`src/hw/rtl/dbfc_pkg.sv`:
```
package dbfc_pkg;

  // build-time sizing
  localparam int MAX_BLOCKS_ACROSS = 32;
  localparam int PIXEL_CHANNELS    = 3;
  localparam int QUEUE_DEPTH       = 2;

  // field widths
  localparam int PIXEL_W      = 24;
  localparam int BLOCK_COL_W  = 5;
  localparam int BLOCK_ROW_W  = 6;
  localparam int BW_REG_W     = 9;
  localparam int BH_REG_W     = 10;
  localparam int BA_REG_W     = 6;
  localparam int BD_REG_W     = 7;
  localparam int PIX_CNT_W    = 8;
  localparam int ROW_CNT_W    = 9;
  localparam int CFG_INDEX_W  = 4;
  localparam int CFG_DATA_W   = 16;

  // register limits
  localparam logic [BW_REG_W-1:0] BW_MAX = 9'd256;
  localparam logic [BH_REG_W-1:0] BH_MAX = 10'd512;
  localparam logic [BD_REG_W-1:0] BD_MAX = 7'd64;

  // register reset values
  localparam logic [BW_REG_W-1:0] BW_RESET = 9'd120;
  localparam logic [BH_REG_W-1:0] BH_RESET = 10'd300;
  localparam logic [BA_REG_W-1:0] BA_RESET = 6'd32;
  localparam logic [BD_REG_W-1:0] BD_RESET = 7'd8;

  // register indexes
  localparam logic [CFG_INDEX_W-1:0] REG_BLK_WIDTH     = 4'd0;
  localparam logic [CFG_INDEX_W-1:0] REG_BLK_HEIGHT    = 4'd1;
  localparam logic [CFG_INDEX_W-1:0] REG_BLOCKS_ACROSS = 4'd2;
  localparam logic [CFG_INDEX_W-1:0] REG_BLOCKS_DOWN   = 4'd3;

  // bytes of a pixel that take part in the compare
  function automatic logic [PIXEL_W-1:0] channel_mask(input int n);
    logic [PIXEL_W-1:0] m;
    m = '0;
    for (int i = 0; i < PIXEL_W / 8; i++) begin
      if (i < n) begin
        m[i*8 +: 8] = 8'hFF;
      end
    end
    return m;
  endfunction

endpackage

```
`src/hw/rtl/dbfc_if.sv`:
```
// pixel pair channel
interface dbfc_in_if;
  logic                         valid;
  logic                         ready;
  logic [dbfc_pkg::PIXEL_W-1:0] pixel_first;
  logic [dbfc_pkg::PIXEL_W-1:0] pixel_second;

  modport source (output valid, output pixel_first, output pixel_second, input ready);
  modport sink   (input valid, input pixel_first, input pixel_second, output ready);
endinterface

// block result channel
interface dbfc_out_if;
  logic                             valid;
  logic                             ready;
  logic [dbfc_pkg::BLOCK_COL_W-1:0] block_column;
  logic [dbfc_pkg::BLOCK_ROW_W-1:0] block_row;
  logic                             changed;
  logic                             frame_any_change;
  logic                             last_of_row;
  logic                             last_of_frame;

  modport source (output valid, output block_column, output block_row, output changed,
                  output frame_any_change, output last_of_row, output last_of_frame,
                  input ready);
  modport sink   (input valid, input block_column, input block_row, input changed,
                  input frame_any_change, input last_of_row, input last_of_frame,
                  output ready);
endinterface

// register write channel
interface dbfc_cfg_if;
  logic                             valid;
  logic                             ready;
  logic [dbfc_pkg::CFG_INDEX_W-1:0] index;
  logic [dbfc_pkg::CFG_DATA_W-1:0]  data;

  modport source (output valid, output index, output data, input ready);
  modport sink   (input valid, input index, input data, output ready);
endinterface

```
`src/hw/rtl/dbfc_queue.sv`:
```
module dbfc_queue #(
  parameter int WIDTH = 8,
  parameter int DEPTH = dbfc_pkg::QUEUE_DEPTH
) (
  input  logic             clk,
  input  logic             rst_n,
  input  logic             push_valid,
  output logic             push_ready,
  input  logic [WIDTH-1:0] push_data,
  output logic             pop_valid,
  input  logic             pop,
  output logic [WIDTH-1:0] pop_data
);

  localparam int PTR_W = (DEPTH > 1) ? $clog2(DEPTH) : 1;
  localparam int CNT_W = $clog2(DEPTH + 1);
  localparam logic [PTR_W-1:0] PTR_LAST = PTR_W'(DEPTH - 1);

  logic [WIDTH-1:0] mem_r [DEPTH];
  logic [PTR_W-1:0] wr_ptr_r, wr_ptr_nxt;
  logic [PTR_W-1:0] rd_ptr_r, rd_ptr_nxt;
  logic [CNT_W-1:0] count_r, count_nxt;
  logic             do_push, do_pop;

  assign push_ready = (count_r != CNT_W'(DEPTH));
  assign pop_valid  = (count_r != '0);
  assign pop_data   = mem_r[rd_ptr_r];
  assign do_push    = push_valid && push_ready;
  assign do_pop     = pop && pop_valid;

  // pointer and fill count
  always_comb begin
    wr_ptr_nxt = wr_ptr_r;
    rd_ptr_nxt = rd_ptr_r;
    count_nxt  = count_r;
    if (do_push) begin
      wr_ptr_nxt = (wr_ptr_r == PTR_LAST) ? '0 : wr_ptr_r + PTR_W'(1);
    end
    if (do_pop) begin
      rd_ptr_nxt = (rd_ptr_r == PTR_LAST) ? '0 : rd_ptr_r + PTR_W'(1);
    end
    if (do_push && !do_pop) begin
      count_nxt = count_r + CNT_W'(1);
    end else if (do_pop && !do_push) begin
      count_nxt = count_r - CNT_W'(1);
    end
  end

  always_ff @(posedge clk) begin
    if (!rst_n) begin
      wr_ptr_r <= '0;
      rd_ptr_r <= '0;
      count_r  <= '0;
    end else begin
      wr_ptr_r <= wr_ptr_nxt;
      rd_ptr_r <= rd_ptr_nxt;
      count_r  <= count_nxt;
    end
  end

  // entry storage
  always_ff @(posedge clk) begin
    if (do_push) begin
      mem_r[wr_ptr_r] <= push_data;
    end
  end

endmodule

```
`src/hw/rtl/dbfc_front.sv`:
```
module dbfc_front #(
  parameter int MAX_BLOCKS_ACROSS = dbfc_pkg::MAX_BLOCKS_ACROSS,
  localparam int COL_W   = $clog2(MAX_BLOCKS_ACROSS + 1),
  localparam int ENTRY_W = MAX_BLOCKS_ACROSS + dbfc_pkg::BLOCK_ROW_W + COL_W + 1
) (
  input  logic               clk,
  input  logic               rst_n,
  dbfc_in_if.sink            in_ch,
  dbfc_cfg_if.sink           cfg_ch,
  output logic               push_valid,
  input  logic               push_ready,
  output logic [ENTRY_W-1:0] push_data
);

  localparam int BW_W  = dbfc_pkg::BW_REG_W;
  localparam int BH_W  = dbfc_pkg::BH_REG_W;
  localparam int BA_W  = dbfc_pkg::BA_REG_W;
  localparam int BD_W  = dbfc_pkg::BD_REG_W;
  localparam int ROW_W = dbfc_pkg::BLOCK_ROW_W;

  // configuration registers
  logic [BW_W-1:0] width_px_r;
  logic [BH_W-1:0] height_rows_r;
  logic [BA_W-1:0] blocks_across_r;
  logic [BD_W-1:0] blocks_down_r;

  // position and flag state
  logic [dbfc_pkg::PIX_CNT_W-1:0] pix_r, pix_nxt;
  logic [COL_W-1:0]               col_r, col_nxt;
  logic [dbfc_pkg::ROW_CNT_W-1:0] row_r, row_nxt;
  logic [ROW_W-1:0]               brow_r, brow_nxt;
  logic [MAX_BLOCKS_ACROSS-1:0]   flags_r, flags_nxt;

  logic [BW_W-1:0]              bw;
  logic [BH_W-1:0]              bh;
  logic [BD_W-1:0]              bd;
  logic [31:0]                  ba_i;
  logic [COL_W-1:0]             ba;
  logic [COL_W-1:0]             col_c;
  logic                         hit;
  logic [MAX_BLOCKS_ACROSS-1:0] flag_set, flags_all;
  logic                         pix_wrap, col_wrap, row_wrap, row_end, frame_end;
  logic                         accept;

  assign cfg_ch.ready = 1'b1;
  assign in_ch.ready  = push_ready;
  assign accept       = in_ch.valid && in_ch.ready;

  // register writes, value masked to the register width
  always_ff @(posedge clk) begin
    if (!rst_n) begin
      width_px_r      <= dbfc_pkg::BW_RESET;
      height_rows_r   <= dbfc_pkg::BH_RESET;
      blocks_across_r <= dbfc_pkg::BA_RESET;
      blocks_down_r   <= dbfc_pkg::BD_RESET;
    end else if (cfg_ch.valid) begin
      unique case (cfg_ch.index)
        dbfc_pkg::REG_BLK_WIDTH:     width_px_r      <= cfg_ch.data[BW_W-1:0];
        dbfc_pkg::REG_BLK_HEIGHT:    height_rows_r   <= cfg_ch.data[BH_W-1:0];
        dbfc_pkg::REG_BLOCKS_ACROSS: blocks_across_r <= cfg_ch.data[BA_W-1:0];
        dbfc_pkg::REG_BLOCKS_DOWN:   blocks_down_r   <= cfg_ch.data[BD_W-1:0];
        default: ;
      endcase
    end
  end

  // clamp registers into range: zero acts as one
  always_comb begin
    bw = (width_px_r == '0) ? BW_W'(1) :
         (width_px_r > dbfc_pkg::BW_MAX) ? dbfc_pkg::BW_MAX : width_px_r;
    bh = (height_rows_r == '0) ? BH_W'(1) :
         (height_rows_r > dbfc_pkg::BH_MAX) ? dbfc_pkg::BH_MAX : height_rows_r;
    bd = (blocks_down_r == '0) ? BD_W'(1) :
         (blocks_down_r > dbfc_pkg::BD_MAX) ? dbfc_pkg::BD_MAX : blocks_down_r;
    ba_i = (blocks_across_r == '0) ? 32'd1 :
           (32'(blocks_across_r) > 32'(MAX_BLOCKS_ACROSS)) ? 32'(MAX_BLOCKS_ACROSS) :
           32'(blocks_across_r);
    ba = COL_W'(ba_i);
  end

  // compare the pixel pair and mark its block column
  always_comb begin
    hit       = |((in_ch.pixel_first ^ in_ch.pixel_second) &
                  dbfc_pkg::channel_mask(dbfc_pkg::PIXEL_CHANNELS));
    col_c     = (col_r >= ba) ? ba - COL_W'(1) : col_r;
    flag_set  = hit ? (MAX_BLOCKS_ACROSS'(1) << col_c) : '0;
    flags_all = flags_r | flag_set;
  end

  // position walk through the block grid
  always_comb begin
    pix_wrap  = !(({1'b0, pix_r} + BW_W'(1)) < bw);
    col_wrap  = !(({1'b0, col_r} + (COL_W+1)'(1)) < {1'b0, ba});
    row_wrap  = !(({1'b0, row_r} + BH_W'(1)) < bh);
    row_end   = pix_wrap && col_wrap && row_wrap;
    frame_end = (({1'b0, brow_r} + BD_W'(1)) >= bd);

    pix_nxt   = pix_r;
    col_nxt   = col_r;
    row_nxt   = row_r;
    brow_nxt  = brow_r;
    flags_nxt = flags_r;
    if (accept) begin
      flags_nxt = flags_all;
      pix_nxt   = pix_wrap ? '0 : pix_r + dbfc_pkg::PIX_CNT_W'(1);
      if (pix_wrap) begin
        col_nxt = col_wrap ? '0 : col_r + COL_W'(1);
        if (col_wrap) begin
          row_nxt = row_wrap ? '0 : row_r + dbfc_pkg::ROW_CNT_W'(1);
        end
      end
      if (row_end) begin
        flags_nxt = '0;
        brow_nxt  = frame_end ? '0 : brow_r + ROW_W'(1);
      end
    end
  end

  always_ff @(posedge clk) begin
    if (!rst_n) begin
      pix_r   <= '0;
      col_r   <= '0;
      row_r   <= '0;
      brow_r  <= '0;
      flags_r <= '0;
    end else begin
      pix_r   <= pix_nxt;
      col_r   <= col_nxt;
      row_r   <= row_nxt;
      brow_r  <= brow_nxt;
      flags_r <= flags_nxt;
    end
  end

  // hand a finished block row to the back end
  assign push_valid = accept && row_end;
  assign push_data  = {flags_all, brow_r, ba, frame_end};

endmodule

```
`src/hw/rtl/dbfc_back.sv`:
```
module dbfc_back #(
  parameter int MAX_BLOCKS_ACROSS = dbfc_pkg::MAX_BLOCKS_ACROSS,
  localparam int COL_W   = $clog2(MAX_BLOCKS_ACROSS + 1),
  localparam int ENTRY_W = MAX_BLOCKS_ACROSS + dbfc_pkg::BLOCK_ROW_W + COL_W + 1
) (
  input  logic               clk,
  input  logic               rst_n,
  input  logic               q_valid,
  input  logic [ENTRY_W-1:0] q_data,
  output logic               q_pop,
  dbfc_out_if.source         out_ch
);

  localparam int ROW_W = dbfc_pkg::BLOCK_ROW_W;

  // row being reported
  logic                         busy_r, busy_nxt;
  logic [MAX_BLOCKS_ACROSS-1:0] vec_r, vec_nxt;
  logic [COL_W-1:0]             k_r, k_nxt;
  logic [ROW_W-1:0]             row_r, row_nxt;
  logic [COL_W-1:0]             ba_r, ba_nxt;
  logic                         fe_r, fe_nxt;
  logic                         any_r, any_nxt;

  // output register
  logic                             out_valid_r, out_valid_nxt;
  logic [dbfc_pkg::BLOCK_COL_W-1:0] out_col_r;
  logic [ROW_W-1:0]                 out_row_r;
  logic                             out_changed_r, out_any_r, out_lor_r, out_lof_r;

  logic [MAX_BLOCKS_ACROSS-1:0] q_vec, vec_cur;
  logic [ROW_W-1:0]             q_row, row_cur;
  logic [COL_W-1:0]             q_ba, ba_cur, k_cur;
  logic                         q_fe, fe_cur;
  logic [31:0]                  k32;
  logic                         advance, emit, ch, last, any_run;

  assign {q_vec, q_row, q_ba, q_fe} = q_data;

  // current entry: the held row, or the queue head when starting a new row
  always_comb begin
    vec_cur = busy_r ? vec_r : q_vec;
    row_cur = busy_r ? row_r : q_row;
    ba_cur  = busy_r ? ba_r  : q_ba;
    fe_cur  = busy_r ? fe_r  : q_fe;
    k_cur   = busy_r ? k_r   : '0;
    k32     = 32'(k_cur);
    advance = !out_valid_r || out_ch.ready;
    emit    = advance && (busy_r || q_valid);
    q_pop   = advance && !busy_r && q_valid;
    ch      = vec_cur[0];
    last    = (({1'b0, k_cur} + (COL_W+1)'(1)) == {1'b0, ba_cur});
    any_run = any_r | ch;
  end

  // walk the columns of the row, one result per cycle while the output can advance
  always_comb begin
    busy_nxt      = busy_r;
    vec_nxt       = vec_r;
    k_nxt         = k_r;
    row_nxt       = row_r;
    ba_nxt        = ba_r;
    fe_nxt        = fe_r;
    any_nxt       = any_r;
    out_valid_nxt = advance ? 1'b0 : out_valid_r;
    if (emit) begin
      out_valid_nxt = 1'b1;
      vec_nxt       = vec_cur >> 1;
      k_nxt         = k_cur + COL_W'(1);
      row_nxt       = row_cur;
      ba_nxt        = ba_cur;
      fe_nxt        = fe_cur;
      busy_nxt      = !last;
      any_nxt       = (last && fe_cur) ? 1'b0 : any_run;
    end
  end

  always_ff @(posedge clk) begin
    if (!rst_n) begin
      busy_r      <= 1'b0;
      any_r       <= 1'b0;
      out_valid_r <= 1'b0;
    end else begin
      busy_r      <= busy_nxt;
      any_r       <= any_nxt;
      out_valid_r <= out_valid_nxt;
    end
  end

  // payload registers
  always_ff @(posedge clk) begin
    vec_r <= vec_nxt;
    k_r   <= k_nxt;
    row_r <= row_nxt;
    ba_r  <= ba_nxt;
    fe_r  <= fe_nxt;
    if (emit) begin
      out_col_r     <= k32[dbfc_pkg::BLOCK_COL_W-1:0];
      out_row_r     <= row_cur;
      out_changed_r <= ch;
      out_any_r     <= any_run;
      out_lor_r     <= last;
      out_lof_r     <= last && fe_cur;
    end
  end

  assign out_ch.valid            = out_valid_r;
  assign out_ch.block_column     = out_col_r;
  assign out_ch.block_row        = out_row_r;
  assign out_ch.changed          = out_changed_r;
  assign out_ch.frame_any_change = out_any_r;
  assign out_ch.last_of_row      = out_lor_r;
  assign out_ch.last_of_frame    = out_lof_r;

endmodule

```
`src/hw/rtl/dirty_block_frame_compare_unit.sv`:
```
// Dirty block detector for two video frames.
// in_ch takes one pixel pair per cycle (same position, one from each frame)
// in raster order over a grid of blocks_across x blocks_down blocks, each a
// configured number of pixels wide and pixel rows tall. Any differing byte
// in the compared channels marks its block column as changed.
// After the last pixel of a block row, out_ch delivers one item per block
// column in column order, with the row index, the changed flag, a running
// changed flag for the frame and row-end / frame-end markers.
// cfg_ch writes the four geometry registers (index 0..3); it is always ready.
// The user writes it only while no pixel or result is in flight; the block
// does not enforce this. A row's last pixel pushes an entry into the row
// queue; the back end then emits its results one per cycle unless stalled.
// Throughput: one pixel pair per cycle; a two-entry row queue between the
// pixel front end and the result back end absorbs result bursts, and the
// front end stalls only when that queue is full.
// When out_ch is stalled the output register holds, the back end stops and
// the queue fills; in_ch ready drops once both queue entries are taken.
// Reset (rst_n low, synchronous) restores the register defaults and clears
// all position counters, column flags and pending results.
module dirty_block_frame_compare_unit #(
  parameter int MAX_BLOCKS_ACROSS = dbfc_pkg::MAX_BLOCKS_ACROSS
) (
  input  logic        clk,
  input  logic        rst_n,
  dbfc_in_if.sink     in_ch,
  dbfc_out_if.source  out_ch,
  dbfc_cfg_if.sink    cfg_ch
);

  localparam int COL_W   = $clog2(MAX_BLOCKS_ACROSS + 1);
  localparam int ENTRY_W = MAX_BLOCKS_ACROSS + dbfc_pkg::BLOCK_ROW_W + COL_W + 1;

  logic               push_valid, push_ready;
  logic [ENTRY_W-1:0] push_data;
  logic               q_valid, q_pop;
  logic [ENTRY_W-1:0] q_data;

  // pixel compare and grid walk
  dbfc_front #(
    .MAX_BLOCKS_ACROSS (MAX_BLOCKS_ACROSS)
  ) u_front (
    .clk        (clk),
    .rst_n      (rst_n),
    .in_ch      (in_ch),
    .cfg_ch     (cfg_ch),
    .push_valid (push_valid),
    .push_ready (push_ready),
    .push_data  (push_data)
  );

  // finished block rows waiting to be reported
  dbfc_queue #(
    .WIDTH (ENTRY_W),
    .DEPTH (dbfc_pkg::QUEUE_DEPTH)
  ) u_queue (
    .clk        (clk),
    .rst_n      (rst_n),
    .push_valid (push_valid),
    .push_ready (push_ready),
    .push_data  (push_data),
    .pop_valid  (q_valid),
    .pop        (q_pop),
    .pop_data   (q_data)
  );

  // per-column result generation
  dbfc_back #(
    .MAX_BLOCKS_ACROSS (MAX_BLOCKS_ACROSS)
  ) u_back (
    .clk     (clk),
    .rst_n   (rst_n),
    .q_valid (q_valid),
    .q_data  (q_data),
    .q_pop   (q_pop),
    .out_ch  (out_ch)
  );

endmodule

```
`src/flat_wrapper.sv`:
```
// flat-port wrapper written by rule: the top's interface ports become plain ports
module dirty_block_frame_compare_unit_flat 
#(
  parameter int MAX_BLOCKS_ACROSS = dbfc_pkg::MAX_BLOCKS_ACROSS
)
  (clk, rst_n, in_ch_valid, in_ch_pixel_first, in_ch_pixel_second, in_ch_ready, out_ch_valid, out_ch_block_column, out_ch_block_row, out_ch_changed, out_ch_frame_any_change, out_ch_last_of_row, out_ch_last_of_frame, out_ch_ready, cfg_ch_valid, cfg_ch_index, cfg_ch_data, cfg_ch_ready);
  dbfc_in_if in_ch_i ();
  dbfc_out_if out_ch_i ();
  dbfc_cfg_if cfg_ch_i ();
  input  logic clk;
  input  logic rst_n;
  input wire logic [$bits(in_ch_i.valid)-1:0] in_ch_valid;
  input wire logic [$bits(in_ch_i.pixel_first)-1:0] in_ch_pixel_first;
  input wire logic [$bits(in_ch_i.pixel_second)-1:0] in_ch_pixel_second;
  output wire logic [$bits(in_ch_i.ready)-1:0] in_ch_ready;
  output wire logic [$bits(out_ch_i.valid)-1:0] out_ch_valid;
  output wire logic [$bits(out_ch_i.block_column)-1:0] out_ch_block_column;
  output wire logic [$bits(out_ch_i.block_row)-1:0] out_ch_block_row;
  output wire logic [$bits(out_ch_i.changed)-1:0] out_ch_changed;
  output wire logic [$bits(out_ch_i.frame_any_change)-1:0] out_ch_frame_any_change;
  output wire logic [$bits(out_ch_i.last_of_row)-1:0] out_ch_last_of_row;
  output wire logic [$bits(out_ch_i.last_of_frame)-1:0] out_ch_last_of_frame;
  input wire logic [$bits(out_ch_i.ready)-1:0] out_ch_ready;
  input wire logic [$bits(cfg_ch_i.valid)-1:0] cfg_ch_valid;
  input wire logic [$bits(cfg_ch_i.index)-1:0] cfg_ch_index;
  input wire logic [$bits(cfg_ch_i.data)-1:0] cfg_ch_data;
  output wire logic [$bits(cfg_ch_i.ready)-1:0] cfg_ch_ready;
  assign in_ch_i.valid = in_ch_valid;
  assign in_ch_i.pixel_first = in_ch_pixel_first;
  assign in_ch_i.pixel_second = in_ch_pixel_second;
  assign in_ch_ready = in_ch_i.ready;
  assign out_ch_valid = out_ch_i.valid;
  assign out_ch_block_column = out_ch_i.block_column;
  assign out_ch_block_row = out_ch_i.block_row;
  assign out_ch_changed = out_ch_i.changed;
  assign out_ch_frame_any_change = out_ch_i.frame_any_change;
  assign out_ch_last_of_row = out_ch_i.last_of_row;
  assign out_ch_last_of_frame = out_ch_i.last_of_frame;
  assign out_ch_i.ready = out_ch_ready;
  assign cfg_ch_i.valid = cfg_ch_valid;
  assign cfg_ch_i.index = cfg_ch_index;
  assign cfg_ch_i.data = cfg_ch_data;
  assign cfg_ch_ready = cfg_ch_i.ready;
  dirty_block_frame_compare_unit #(.MAX_BLOCKS_ACROSS(MAX_BLOCKS_ACROSS)) u_core (.clk(clk), .rst_n(rst_n), .in_ch(in_ch_i), .out_ch(out_ch_i), .cfg_ch(cfg_ch_i));
endmodule
```
`config.mk`:
```
export PLATFORM = sky130hd
export DESIGN_NAME = dirty_block_frame_compare_unit_flat
export DESIGN_NICKNAME = d
export VERILOG_FILES = /design/src/hw/rtl/dbfc_pkg.sv /design/src/hw/rtl/dbfc_if.sv /design/src/hw/rtl/dbfc_queue.sv /design/src/hw/rtl/dbfc_front.sv /design/src/hw/rtl/dbfc_back.sv /design/src/hw/rtl/dirty_block_frame_compare_unit.sv /design/src/flat_wrapper.sv
export SDC_FILE = /design/constraint.sdc
export NUM_CORES = 1
export LEC_CHECK = 0
export BUFFER_PORTS_ARGS = -buffer_cell sky130_fd_sc_hd__buf_2
export CELL_PAD_IN_SITES_DETAIL_PLACEMENT = 0
export CELL_PAD_IN_SITES_GLOBAL_PLACEMENT = 1
export CORE_ASPECT_RATIO = 1.5
export CORE_MARGIN = 2
export CORE_UTILIZATION = 34
export DETAILED_ROUTE_END_ITERATION = 8
export HOLD_SLACK_MARGIN = 0.02
export PLACE_DENSITY = 0.58
export SYNTH_ARGS = -nofsm -noshare
export SYNTH_HDL_FRONTEND = slang
export SYNTH_SLANG_ARGS = --single-unit
```
`constraint.sdc`:
```
create_clock -name clk -period 7.9 [get_ports clk]
set_input_delay 0.395 -clock clk [delete_from_list [all_inputs] [get_ports clk]]
set_output_delay 0.395 -clock clk [all_outputs]
set_load 0.1 [all_outputs]
```
==> qor.csv <==
metric;value;unit
max_freq;0.216;GHz
p_comb_share;22.7;%
wl;27.1;mm
antenna_found_initial;0;
grt_start_max_net_pins;74;
slew_headroom;21.2;%
fin_area;13900;sq um
yosys.cell_types.count;69;
final_nets;1292;
worstSetupPathType;reg2reg;
rr_worst_depth;14;
num_rows;84;
ys_ff_latch;250;
initial_utilization;34.3;%
drc;0;
antenna_left;0;
areaGrowthSynthToFinish;15.5;%
drv_slew;0;
io_buffers;83;
finalCriticalPeriod;4.64;ns
route.vias.total;8206;
status;finished clean;
utilization;39.7;%
drtPass1Iterations;5;
syn-instance-count;1102;
min_path_cells;3;
grtUsageTotal;15.2;%
async_flop_share;0;%
diodes;0;
p_leak;5.21;nW
die_h;234;microns
hold_slack;0.0962;ns
rsz0062_at_grt;false;
swShare;31.8;%
root_buffer;clkbuf_16;
grt_pass1_vias;8276;
ios;91;
synth_top_flop_cell;edfxtp_1;
cts_made_buffers;26;
p_clk_share;33.6;%
htreeDepth;1;
synth_edf_count;149;
critPathLaunchType;register;
place_hpwl;18.6;mm
seq_area_frac_synth;54.0;%
avgSynthCellArea;10.9;sq um
viasPerCell;4.92;
drive_gt1_share;16.4;%
max-cap-violations;0;
tns;0;ns
setup_viol;0;
grt_pass1_wl;44.5;mm
cp_max_fo;27;
ir_drop;163;uV
fin_crit_sh;58.7;%
intPower;2.67;mW
cp_data_arrival_time;4.83;ns
seqPwrFrac;43.7;%
switchingPower;1.24;mW
hp-start;cfg_ch_data[9];
gr-total-overflow;0;
n_fill_cell;3466;
dpl-instance-area;13000;sq um
worst_pin_slew;1.17;ns
cts_buffer_depth;3;
hold_path.class;in2reg;
p_per_area;281;nW/um^2
insertion_delay;0.54;ns
cts_setup_buffers;0;
rrSetupSlack;3.26;ns
cts_resized;0;
min_to;u_core.u_front.height_rows_r[9];
r2r_start;u_core.u_front.pix_r[0];
synth_nets;1218;
die_x;158;microns
endpoint_kind;register;
hold_buffers;0;
clk_pin_slew_worst_paths;0.06;ns
die_area;36900;sq um
first_iter_violations;391;
wl_per_cell;16.3;microns
core_area;35000;sq um
clock_sinks;250;
worstReg2RegEnd;u_core.u_queue.mem_r[1][2];
synth_area;12000;sq um
gp_congestion;0.798;
yosys_warnings;0;
cts_tree;done;
fin_skew;0.0151;ns
hold_viol;0;
required;8.09;ns
## power by group through the flow
stage / Combinational [mW] / Clock [mW] / Sequential, mW
4_1_cts: 0.907 / 1.35 / 1.71
3_3_place_gp: 0.896 / 0 / 1.73
6_report: 0.887 / 1.31 / 1.71
2_1_floorplan: 0.463 / 0 / 1.96
3_5_place_dp: 0.905 / 0 / 1.74
5_1_grt: 0.971 / 1.40 / 1.73
## how the worst max path moves through the flow
| stage | from | end | slack [ns] | cells past startpoint |
|---|---|---|---|---|
| floorplan | u_core.u_front.pix_r[0] | u_core.u_queue.mem_r[0][0] | 1.79 | 12 |
| global placement | u_core.u_front.pix_r[0] | u_core.u_queue.mem_r[1][0] | 3.20 | 14 |
| detailed placement | u_core.u_front.pix_r[0] | u_core.u_queue.mem_r[1][1] | 3.15 | 14 |
| CTS | u_core.u_front.pix_r[0] | u_core.u_queue.mem_r[1][34] | 3.12 | 14 |
| global route | u_core.u_front.pix_r[0] | u_core.u_queue.mem_r[1][34] | 2.81 | 14 |
| finish | u_core.u_front.pix_r[0] | u_core.u_queue.mem_r[1][2] | 3.26 | 14 |
## synthesized netlist by cell type (all sizes together) (8+ instances only)
cell type / count / area (sq um)
ha: 43 / 538
nand4: 12 / 75.1
a211oi: 8 / 60.1
o22ai: 8 / 50.1
and2: 8 / 50.1
nand3: 27 / 135
xor2: 12 / 105
a31oi: 13 / 81.3
nand2: 127 / 477
buf: 22 / 109
mux2: 10 / 116
a21oi: 59 / 295
edfxtp: 149 / 4470
nand2b: 9 / 56.3
clkbuf: 31 / 116
o21ai: 51 / 255
dfxtp: 101 / 2020
mux2i: 81 / 811
a2111oi: 23 / 308
a21o: 33 / 248
xnor2: 45 / 394
or3: 15 / 114
inv: 51 / 191
nor3: 22 / 110
nor2: 71 / 267
## cells in the final DEF (no fill, tap or decap), types with 33 or more instances in the layout
cell type and instances:
a21o_1 33, a21oi_1 59, buf_2 83, dfxtp_1 99, edfxtp_1 149, ha_1 43, inv_1 47, mux2i_1 81
nand2_1 127, nor2_1 69, o21ai_0 49, xnor2_1 45
## logic make-up after synthesis
family                     count (synthesis)  share of synthesized area (%)
and+or+nand+nor                          327                           12.8
DFF                                      250                           54.0
AOI/OAI and AO/OA                        227                           13.1
buffers and inverters                    105                           3.50
muxes                                     91                           7.71
xor gates and xnor gates                  58                           4.34
adders and majority gates                 43                           4.48
other                                      1                         0.0312
## stage by stage
stage	std cells	power (mW)	setup slack, ns
6_report	1669	3.91	3.26
5_1_grt	1669	4.10	2.81
4_1_cts	1669	3.97	3.12
2_1_floorplan	1102	2.43	1.79
3_5_place_dp	1621	2.64	3.15
3_3_place_gp	1621	2.63	3.20
## metal layers
| metal | vias to the layer above | GRT usage, % | wire [microns] |
|---|---|---|---|
| li1 | 4156 | - | - |
| met4 | 0 | 4.49 | 526 |
| met2 | 111 | 28.3 | 14400 |
| met1 | 3900 | 18.1 | 11400 |
| met3 | 39 | 1.94 | 785 |
| met5 | - | 0 | 0 |
## flip-flops by register name, summed over array words and instances (netlist names), 2 cells and up, named ones only
register	cells
u_core.u_back.ba_r	6
u_core.u_back.k_r	6
u_core.u_back.out_ch.block_column	5
u_core.u_back.out_ch.block_row	6
u_core.u_back.vec_r	31
u_core.u_front.blocks_across_r	6
u_core.u_front.blocks_down_r	7
u_core.u_front.brow_r	6
u_core.u_front.col_r	6
u_core.u_front.flags_r	32
u_core.u_front.height_rows_r	10
u_core.u_front.pix_r	8
u_core.u_front.row_r	9
u_core.u_front.width_px_r	9
u_core.u_queue.count_r	2
u_core.u_queue.mem_r	90
## layout make-up
type                       instances  area [sq um]  area share [%]
tap                              473           592            4.26
sequential                       250          6500            46.8
timing repair buffer              99           536            3.86
multi-input combinational        747          5130            37.0
clock inverter                    15           189            1.36
clock buffer                      33           741            5.33
inverter                          52           195            1.41
## worst max-delay path, stage by stage (launching register included)
cell and delay [ns]:
dfxtp_1 0.41, ha_1 0.24, nand3_1 0.16, or2_2 0.38, xnor2_1 0.14, ha_1 0.30, nand4_1 0.15, nor3_1 0.27
and3_1 0.28, o32ai_2 0.11, buf_4 0.23, nor2_2 0.18, buf_4 0.39, and2_2 0.55, buf_4 0.46
No activity file was read; power rests on OpenSTA's default activity.
